<file path="src/ecdsa_der_pkg.sv">
// ----------------------------------------------------------------------------
// ecdsa_der_pkg
// Shared types and constants of the ECDSA signature DER encoder: byte
// source selects, controller commands and datapath status.
// ----------------------------------------------------------------------------
package ecdsa_der_pkg;

   localparam int BYTE_W  = 8;
   localparam int SIZE_W  = 6;
   localparam int TOTAL_W = 7;
   localparam int LEN_W   = 8;

   localparam logic [BYTE_W-1:0] SEQ_TAG    = 8'h30;
   localparam logic [BYTE_W-1:0] INT_TAG    = 8'h02;
   localparam logic [BYTE_W-1:0] LONG_LEN1  = 8'h81;
   localparam logic [BYTE_W-1:0] LONG_LIMIT = 8'h80;
   localparam logic [BYTE_W-1:0] PAD_BYTE   = 8'h00;

   localparam logic [SIZE_W-1:0] INT_BYTES_RESET = 6'd32;

   typedef enum logic [3:0] {
      SEL_SEQ_TAG,
      SEL_LONG,
      SEL_SEQ_LEN,
      SEL_INT_TAG,
      SEL_R_LEN,
      SEL_PAD,
      SEL_R_BYTE,
      SEL_S_LEN,
      SEL_S_BYTE
   } sel_type;

   typedef struct packed {
      logic    load;
      logic    emit;
      logic    last;
      logic    rd_en;
      logic    rd_first;
      sel_type sel;
   } cmd_type;

   typedef struct packed {
      logic first;
      logic long_form;
      logic r_pad;
      logic s_pad;
      logic last_item;
      logic s_final;
      logic out_free;
   } status_type;

endpackage

</file>
<file path="src/ecdsa_der_ctrl.sv">
// ----------------------------------------------------------------------------
// ecdsa_der_ctrl
// Sequencer that walks the header, r and s bytes of one input transfer and
// tells the datapath which byte to place in the output register.
// ----------------------------------------------------------------------------
module ecdsa_der_ctrl (
   input  logic                      clock,
   input  logic                      reset,
   input  logic                      req_valid,
   output logic                      req_stall,
   input  ecdsa_der_pkg::status_type status,
   output ecdsa_der_pkg::cmd_type    cmd
);
   import ecdsa_der_pkg::*;

   typedef enum logic [3:0] {
      ST_IDLE,
      ST_SEQ_TAG,
      ST_SEQ_LONG,
      ST_SEQ_LEN,
      ST_R_TAG,
      ST_R_LEN,
      ST_R_PAD,
      ST_R_BYTE,
      ST_S_TAG,
      ST_S_LEN,
      ST_S_PAD,
      ST_S_BYTE
   } state_type;

   state_type state_ff, state_in;
   logic      stall_ff;

   always_comb begin
      state_in     = state_ff;
      cmd          = '0;
      cmd.sel      = SEL_SEQ_TAG;
      case (state_ff)
         ST_IDLE: begin
            if (req_valid) begin
               cmd.load = 1'b1;
               state_in = status.first ? ST_SEQ_TAG : ST_R_BYTE;
            end
         end
         ST_SEQ_TAG: begin
            if (status.out_free) begin
               cmd.emit = 1'b1;
               cmd.sel  = SEL_SEQ_TAG;
               state_in = status.long_form ? ST_SEQ_LONG : ST_SEQ_LEN;
            end
         end
         ST_SEQ_LONG: begin
            if (status.out_free) begin
               cmd.emit = 1'b1;
               cmd.sel  = SEL_LONG;
               state_in = ST_SEQ_LEN;
            end
         end
         ST_SEQ_LEN: begin
            if (status.out_free) begin
               cmd.emit = 1'b1;
               cmd.sel  = SEL_SEQ_LEN;
               state_in = ST_R_TAG;
            end
         end
         ST_R_TAG: begin
            if (status.out_free) begin
               cmd.emit = 1'b1;
               cmd.sel  = SEL_INT_TAG;
               state_in = ST_R_LEN;
            end
         end
         ST_R_LEN: begin
            if (status.out_free) begin
               cmd.emit = 1'b1;
               cmd.sel  = SEL_R_LEN;
               state_in = status.r_pad ? ST_R_PAD : ST_R_BYTE;
            end
         end
         ST_R_PAD: begin
            if (status.out_free) begin
               cmd.emit = 1'b1;
               cmd.sel  = SEL_PAD;
               state_in = ST_R_BYTE;
            end
         end
         ST_R_BYTE: begin
            if (status.out_free) begin
               cmd.emit = 1'b1;
               cmd.sel  = SEL_R_BYTE;
               state_in = status.last_item ? ST_S_TAG : ST_IDLE;
            end
         end
         ST_S_TAG: begin
            if (status.out_free) begin
               cmd.emit     = 1'b1;
               cmd.sel      = SEL_INT_TAG;
               cmd.rd_en    = 1'b1;
               cmd.rd_first = 1'b1;
               state_in     = ST_S_LEN;
            end
         end
         ST_S_LEN: begin
            if (status.out_free) begin
               cmd.emit = 1'b1;
               cmd.sel  = SEL_S_LEN;
               state_in = status.s_pad ? ST_S_PAD : ST_S_BYTE;
            end
         end
         ST_S_PAD: begin
            if (status.out_free) begin
               cmd.emit = 1'b1;
               cmd.sel  = SEL_PAD;
               state_in = ST_S_BYTE;
            end
         end
         ST_S_BYTE: begin
            if (status.out_free) begin
               cmd.emit = 1'b1;
               cmd.sel  = SEL_S_BYTE;
               if (status.s_final) begin
                  cmd.last = 1'b1;
                  state_in = ST_IDLE;
               end else begin
                  cmd.rd_en = 1'b1;
               end
            end
         end
         default: begin
            state_in = ST_IDLE;
         end
      endcase
   end

   always_ff @(posedge clock) begin
      if (reset) begin
         state_ff <= ST_IDLE;
         stall_ff <= 1'b0;
      end else begin
         state_ff <= state_in;
         stall_ff <= (state_in != ST_IDLE);
      end
   end

   assign req_stall = stall_ff;

endmodule

</file>
<file path="src/ecdsa_der_dpath.sv">
// ----------------------------------------------------------------------------
// ecdsa_der_dpath
// Size register, item position, length computation, s byte store and the
// output register of the DER encoder.
// ----------------------------------------------------------------------------
module ecdsa_der_dpath #(
   parameter int MAX_INT_BYTES = 32
) (
   input  logic                                  clock,
   input  logic                                  reset,
   input  logic                                  csr_wr_en,
   input  logic [ecdsa_der_pkg::SIZE_W-1:0]      csr_wr_data,
   input  logic [ecdsa_der_pkg::BYTE_W-1:0]      req_r_byte,
   input  logic [ecdsa_der_pkg::BYTE_W-1:0]      req_s_byte,
   input  ecdsa_der_pkg::cmd_type                cmd,
   output ecdsa_der_pkg::status_type             status,
   input  logic                                  rsp_stall,
   output logic                                  rsp_valid,
   output logic [ecdsa_der_pkg::BYTE_W-1:0]      rsp_out_byte,
   output logic                                  rsp_last,
   output logic [ecdsa_der_pkg::TOTAL_W-1:0]     rsp_total_length
);
   import ecdsa_der_pkg::*;

   localparam int AW = (MAX_INT_BYTES > 1) ? $clog2(MAX_INT_BYTES) : 1;
   localparam int CW = $clog2(MAX_INT_BYTES + 1);
   localparam logic [SIZE_W-1:0] MAX_N = SIZE_W'(MAX_INT_BYTES);

   logic [SIZE_W-1:0]  int_bytes_ff;
   logic [SIZE_W-1:0]  n_eff;
   logic [CW-1:0]      pos_ff;
   logic [SIZE_W:0]    pos_next;
   logic               last_now;
   logic [LEN_W-1:0]   seq_now;
   logic [LEN_W-1:0]   total_now;

   logic [LEN_W-1:0]   seq_ff;
   logic [LEN_W-1:0]   total_ff;
   logic               r_pad_ff;
   logic               s_pad_ff;
   logic               last_item_ff;
   logic [BYTE_W-1:0]  r_ff;

   logic [BYTE_W-1:0]  s_mem [MAX_INT_BYTES];
   logic [BYTE_W-1:0]  s_q_ff;
   logic [AW-1:0]      ptr_ff;
   logic [AW-1:0]      rd_addr;

   logic [BYTE_W-1:0]  byte_sel;
   logic               valid_ff;
   logic [BYTE_W-1:0]  out_byte_ff;
   logic               last_ff;
   logic [TOTAL_W-1:0] total_out_ff;

   // effective size, clamped to 1..MAX_INT_BYTES
   always_comb begin
      if (int_bytes_ff == '0) begin
         n_eff = SIZE_W'(1);
      end else if (int_bytes_ff > MAX_N) begin
         n_eff = MAX_N;
      end else begin
         n_eff = int_bytes_ff;
      end
   end

   assign pos_next  = (SIZE_W + 1)'(pos_ff) + (SIZE_W + 1)'(1);
   assign last_now  = (pos_next >= {1'b0, n_eff});
   assign seq_now   = LEN_W'({n_eff, 1'b0}) + LEN_W'(req_r_byte[BYTE_W-1])
                    + LEN_W'(req_s_byte[BYTE_W-1]) + LEN_W'(4);
   assign total_now = (seq_now >= LONG_LIMIT) ? seq_now + LEN_W'(3)
                                              : seq_now + LEN_W'(2);

   always_ff @(posedge clock) begin
      if (reset) begin
         int_bytes_ff <= INT_BYTES_RESET;
         pos_ff       <= '0;
         s_pad_ff     <= 1'b0;
         total_ff     <= '0;
      end else begin
         if (csr_wr_en) begin
            int_bytes_ff <= csr_wr_data;
         end
         if (cmd.load) begin
            pos_ff <= last_now ? '0 : CW'(pos_next);
            if (pos_ff == '0) begin
               s_pad_ff <= req_s_byte[BYTE_W-1];
               total_ff <= total_now;
            end
         end
      end
   end

   // per-item payload
   always_ff @(posedge clock) begin
      if (cmd.load) begin
         r_ff         <= req_r_byte;
         last_item_ff <= last_now;
         if (pos_ff == '0) begin
            seq_ff   <= seq_now;
            r_pad_ff <= req_r_byte[BYTE_W-1];
         end
      end
   end

   // s byte store, registered read
   assign rd_addr = cmd.rd_first ? '0 : ptr_ff + AW'(1);

   always_ff @(posedge clock) begin
      if (cmd.load) begin
         s_mem[pos_ff[AW-1:0]] <= req_s_byte;
      end
      if (cmd.rd_en) begin
         s_q_ff <= s_mem[rd_addr];
         ptr_ff <= rd_addr;
      end
   end

   always_comb begin
      case (cmd.sel)
         SEL_SEQ_TAG: byte_sel = SEQ_TAG;
         SEL_LONG:    byte_sel = LONG_LEN1;
         SEL_SEQ_LEN: byte_sel = seq_ff;
         SEL_INT_TAG: byte_sel = INT_TAG;
         SEL_R_LEN:   byte_sel = BYTE_W'(n_eff) + BYTE_W'(r_pad_ff);
         SEL_PAD:     byte_sel = PAD_BYTE;
         SEL_R_BYTE:  byte_sel = r_ff;
         SEL_S_LEN:   byte_sel = BYTE_W'(n_eff) + BYTE_W'(s_pad_ff);
         SEL_S_BYTE:  byte_sel = s_q_ff;
         default:     byte_sel = PAD_BYTE;
      endcase
   end

   // output register
   always_ff @(posedge clock) begin
      if (reset) begin
         valid_ff <= 1'b0;
      end else if (cmd.emit) begin
         valid_ff <= 1'b1;
      end else if (!rsp_stall) begin
         valid_ff <= 1'b0;
      end
   end

   always_ff @(posedge clock) begin
      if (cmd.emit) begin
         out_byte_ff  <= byte_sel;
         last_ff      <= cmd.last;
         total_out_ff <= total_ff[TOTAL_W-1:0];
      end
   end

   assign status.first     = (pos_ff == '0);
   assign status.long_form = (seq_ff >= LONG_LIMIT);
   assign status.r_pad     = r_pad_ff;
   assign status.s_pad     = s_pad_ff;
   assign status.last_item = last_item_ff;
   assign status.s_final   = ((SIZE_W + 1)'(ptr_ff) + (SIZE_W + 1)'(1)) == {1'b0, n_eff};
   assign status.out_free  = !valid_ff || !rsp_stall;

   assign rsp_valid        = valid_ff;
   assign rsp_out_byte     = out_byte_ff;
   assign rsp_last         = last_ff;
   assign rsp_total_length = total_out_ff;

endmodule

</file>
<file path="src/ecdsa_signature_der_encoder.sv">
// ----------------------------------------------------------------------------
// ecdsa_signature_der_encoder
// Wraps r and s, fed one byte pair per transfer, most significant first, in
// a DER SEQUENCE of two INTEGERs, one encoded byte per result transfer.
//
//   channel | ports                                   | direction
//   req     | req_valid req_stall req_r_byte req_s_byte | in
//   rsp     | rsp_valid rsp_stall rsp_out_byte          | out
//           | rsp_last rsp_total_length                 |
//   csr     | csr_wr_en csr_wr_data (int_bytes)         | in
//
// a transfer is taken while idle, then its bytes leave one per cycle while
// rsp_stall is low, through the single output byte register; no new
// transfer is taken until the last of them has been placed in it.
// synchronous active-high reset, no clearing pass; s store needs none.
// rsp_stall holds the current byte and the sequencer; req_stall is high
// while a transfer is being expanded.
// ----------------------------------------------------------------------------
module ecdsa_signature_der_encoder #(
   parameter int MAX_INT_BYTES = 32
) (
   input  logic                                  clock,
   input  logic                                  reset,
   input  logic                                  req_valid,
   output logic                                  req_stall,
   input  logic [ecdsa_der_pkg::BYTE_W-1:0]      req_r_byte,
   input  logic [ecdsa_der_pkg::BYTE_W-1:0]      req_s_byte,
   output logic                                  rsp_valid,
   input  logic                                  rsp_stall,
   output logic [ecdsa_der_pkg::BYTE_W-1:0]      rsp_out_byte,
   output logic                                  rsp_last,
   output logic [ecdsa_der_pkg::TOTAL_W-1:0]     rsp_total_length,
   input  logic                                  csr_wr_en,
   input  logic [ecdsa_der_pkg::SIZE_W-1:0]      csr_wr_data
);
   import ecdsa_der_pkg::*;

   cmd_type    cmd;
   status_type status;

   ecdsa_der_ctrl u_ctrl (
      .clock     (clock),
      .reset     (reset),
      .req_valid (req_valid),
      .req_stall (req_stall),
      .status    (status),
      .cmd       (cmd)
   );

   ecdsa_der_dpath #(
      .MAX_INT_BYTES (MAX_INT_BYTES)
   ) u_dpath (
      .clock            (clock),
      .reset            (reset),
      .csr_wr_en        (csr_wr_en),
      .csr_wr_data      (csr_wr_data),
      .req_r_byte       (req_r_byte),
      .req_s_byte       (req_s_byte),
      .cmd              (cmd),
      .status           (status),
      .rsp_stall        (rsp_stall),
      .rsp_valid        (rsp_valid),
      .rsp_out_byte     (rsp_out_byte),
      .rsp_last         (rsp_last),
      .rsp_total_length (rsp_total_length)
   );

endmodule

</file>
<file path="config.mk">
export PLATFORM = sky130hd
export DESIGN_NAME = ecdsa_signature_der_encoder
export DESIGN_NICKNAME = d
export VERILOG_FILES = /design/src/ecdsa_der_pkg.sv /design/src/ecdsa_der_ctrl.sv /design/src/ecdsa_der_dpath.sv /design/src/ecdsa_signature_der_encoder.sv
export SDC_FILE = /design/constraint.sdc
export NUM_CORES = 1
export LEC_CHECK = 0
export BUFFER_PORTS_ARGS = -buffer_cell sky130_fd_sc_hd__buf_2
export CORE_MARGIN = 1.5
export CORE_UTILIZATION = 60
export CTS_CLUSTER_DIAMETER = 60
export DETAILED_ROUTE_END_ITERATION = 16
export PLACE_DENSITY = 0.76
export SETUP_SLACK_MARGIN = 0.05
export SYNTH_ARGS = -nofsm -noshare
export SYNTH_HDL_FRONTEND = slang
export SYNTH_HIERARCHICAL = 1
export SYNTH_SLANG_ARGS = --single-unit
</file>
<file path="constraint.sdc">
create_clock -name clock -period 4.1 [get_ports clock]
set_input_delay 0.205 -clock clock [delete_from_list [all_inputs] [get_ports clock]]
set_output_delay 0.205 -clock clock [all_outputs]
set_load 0.01 [all_outputs]
</file>
==> out/results.ini <==
[global_routing]
grt_pass1_vias=8528
grt_util_all_layers=0.270
grt_pass1_wl_mm=49.0
grt_antenna_before_repair=0
grt-ovfl-total=0
grt_max_degree=50

[power_and_ir_drop]
p_leak_uw=0.00522
clock_power_share=0.386
p_comb_frac=0.119
power.density_mw_per_mm2=522
totalPowerFinal_uw=8290
max-vdd-ir-drop_uv=351
pwr-share-seq=0.495
switching_share=0.242
intPower_uw=6280
switchingPower_uw=2010

[floorplanning]
core_area_mm2=0.0228
die_h_um=157
ios=45
die_w_um=157
rows=55
dieArea_mm2=0.0245
start_util=0.619

[critical_path]
cp_max_fo=33
cp_top_family=buffers and inverters
crit_slowest_cell=a2111oi_0
required_ps=4470
crit_arrival_ps=3710
worstSetupPathType=input pin to flop
worstSetupStartpointType=input pin
worst-path-buf-inv=5
cp-end-kind=flop
crit_path_cell_trace=dlygate4sd3_1 > buf_2 > nand2_1 > and2b_1 > and3_1 > buf_4 > inv_1 > nand2_4 > clkinv_2 > a2111oi_0 > nor2_1 > a31oi_1
slowest_delay_ps=630

[clock_network]
clkLatencyLatePin_ps=520
root_buffer=clkbuf_16
path_clk_slew_ps=60
numCtsBuffers=35
cts.sinks=329
ctsResizeCount=0
cts_tree=done
cts_setup_buffers=0
ctsHoldBuffers=15
htreeDepth=2
cts_buffer_depth=3

[synth]
yosys_warnings=6
yosys_register_bits=329
synth.area.top_cells=edfxtp_1 64%, dfxtp_1 3.7%, mux4_2 3.3%
syn_area_mm2=0.0141
avgSynthCellArea_um2=14.2
syn_inst=998
synthArstFlopShare=0
synthesis.nets=1041
yosysSeqAreaShare=0.680
synth_edf_count=303
synth_cell_type_count=71
synth_top_area_cell=edfxtp_1
synth_flop_cell=edfxtp_1
synth_top_area_share=0.643

[place]
numPortBuffers=44
hpwl_mm=20.3
pre_cts_slack_ps=839
place_congestion=0.937

[sta]
skew_ps=14.8
tightest_slew_ps=1230
period_needed_ps=3330
setup_ws_ps=767
setup_viol=0
timing.final.crit_share=0.813
setup_tns_ps=0
rsz0062_at_grt=false
finalMaxSlewViolations=0
max_freq_mhz=300
hold_violations=0
relSlewSlack=0.178

[final_layout]
area_delta_synth_final_pct=12.3
nNetsFinal=1087
final_util=0.695
drive_above_1_share=0.151
diodes=0

[routing]
drc=0
ant_nets=0
drt-pass1-iter-count=5
wl_mm=32.1
drtIter0Drc=889
via_count=8905
routed_via_density=6.45
routedWlPerCell_um=23.2

[min_path]
hold_path.class=input pin to flop

[run]
drv_cap=0

[run_status]
status=complete, no violations

-- registers in the layout, summed over array words and instances (netlist names), 4 cells and up --
| name | flops |
|---|---|
| u_dpath/int_bytes_ff | 6 |
| u_dpath/s_mem | 256 |
| u_dpath/ptr_ff | 5 |
| u_dpath/rsp_total_length | 7 |
| u_dpath/seq_ff | 8 |
| u_dpath/total_ff | 7 |
| u_dpath/rsp_out_byte | 8 |
| u_ctrl/state_ff | 4 |
| u_dpath/pos_ff | 6 |
| u_dpath/r_ff | 8 |
| u_dpath/s_q_ff | 8 |
-- placed cells by master, fill, tap and decap left out, drive strengths merged, types with 4 or more instances in the layout --
cell	n
edfxtp	303
nor2	89
nand2	67
buf	64
o221ai	49
o21ai	49
clkbuf	47
nand3	34
o22ai	31
a21oi	27
dfxtp	26
mux2i	23
inv	22
mux4	21
a211oi	17
ha	16
dlygate4sd3	15
xnor2	14
mux2	13
nand2b	12
xor2	10
a32oi	9
nor2b	9
a311oi	8
clkinv	8
or3	7
a2111oi	7
a22oi	7
nor3b	6
bufinv	5
a31oi	5
nand3b	4
nor3	4
and3	4
-- metrics by stage --
stage / cells / cell area (um2) / hold slack, ps
after floorplan: 998 / 14100 / 304
after global placement: 1305 / 14600 / 387
after detailed placement: 1305 / 14600 / 383
after CTS: 1381 / 15900 / 29.2
after global routing: 1381 / 15900 / 54.3
final: 1381 / 15900 / 35.9
-- power by group through the flow --
stage	sequential, uW	clock [uW]	combinational [uW]
4_1_cts	4100	3250	978
5_1_grt	4120	3390	1080
3_5_place_dp	4160	0	964
6_report	4100	3200	987
2_1_floorplan	4160	0	651
3_3_place_gp	4160	0	941
-- Yosys cell counts, drive strengths merged (2+ instances only) --
library cell / instances
nand2: 67
mux4: 21
mux2: 13
nand3: 34
a2111oi: 7
a211oi: 17
and2: 3
o31ai: 3
nor2: 89
a32oi: 9
nand3b: 4
dfxtp: 26
and3: 4
a31oi: 5
o221ai: 49
a21oi: 27
xnor2: 14
nand2b: 12
nor3b: 6
and2b: 2
xor2: 10
o211ai: 3
ha: 16
a311oi: 8
nor4: 3
or2: 2
inv: 21
a22oi: 7
nor3: 4
clkbuf: 36
edfxtp: 303
a211o: 2
o22ai: 31
mux2i: 23
nor2b: 9
or3: 7
buf: 34
o21ai: 49
o2111ai: 2
-- worst paths after layout --
path / startpoint / endpoint / slack [ps] / depth (start not counted)
setup / recovery: rsp_stall / u_dpath/s_q_ff[3]$_DFFE_PP_ / 770 / 12
hold / removal: csr_wr_en / u_dpath/int_bytes_ff[5]$_SDFFE_PP1P_ / 40 / 2
setup reg to reg: u_dpath/rsp_valid$_SDFFE_PP0P_ / u_dpath/s_q_ff[3]$_DFFE_PP_ / 770 / 11
hold reg to reg: u_dpath/total_ff[1]$_SDFFE_PP0P_ / u_dpath/rsp_total_length[1]$_DFFE_PP_ / 430 / 0
-- cells by family (layout without fill, tap and decap cells) --
kind of cell               after synthesis  in the layout  share of synthesized area
and+or+nand+nor                        250            250                     0.0837
buffers and inverters                   92            162                     0.0316
xor gates and xnor gates                24             24                     0.0162
DFF                                    329            329                      0.680
muxes                                   57             57                     0.0601
other                                    1              1                   0.000265
AOI/OAI and AO/OA                      229            229                      0.114
adders and majority gates               16             16                     0.0142
-- cell type report --
cell class	count	area [um2]
Multi-Input combinational cell	577	4070
Timing Repair Buffer	79	533
Clock buffer	47	952
Tap cell	313	392
Sequential cell	329	9620
Fill cell	1526	6970
Clock inverter	14	220
Inverter	22	83.8
-- layer usage --
| layer | vias to the layer above | GRT usage | routed length (um) |
|---|---|---|---|
| met5 | - | 0 | 0 |
| met1 | 4333 | 0.361 | 12800 |
| li1 | 3996 | - | - |
| met2 | 496 | 0.433 | 15100 |
| met4 | 0 | 0.113 | 1190 |
| met3 | 80 | 0.0587 | 2930 |
Power figures use the tool's default switching activity.
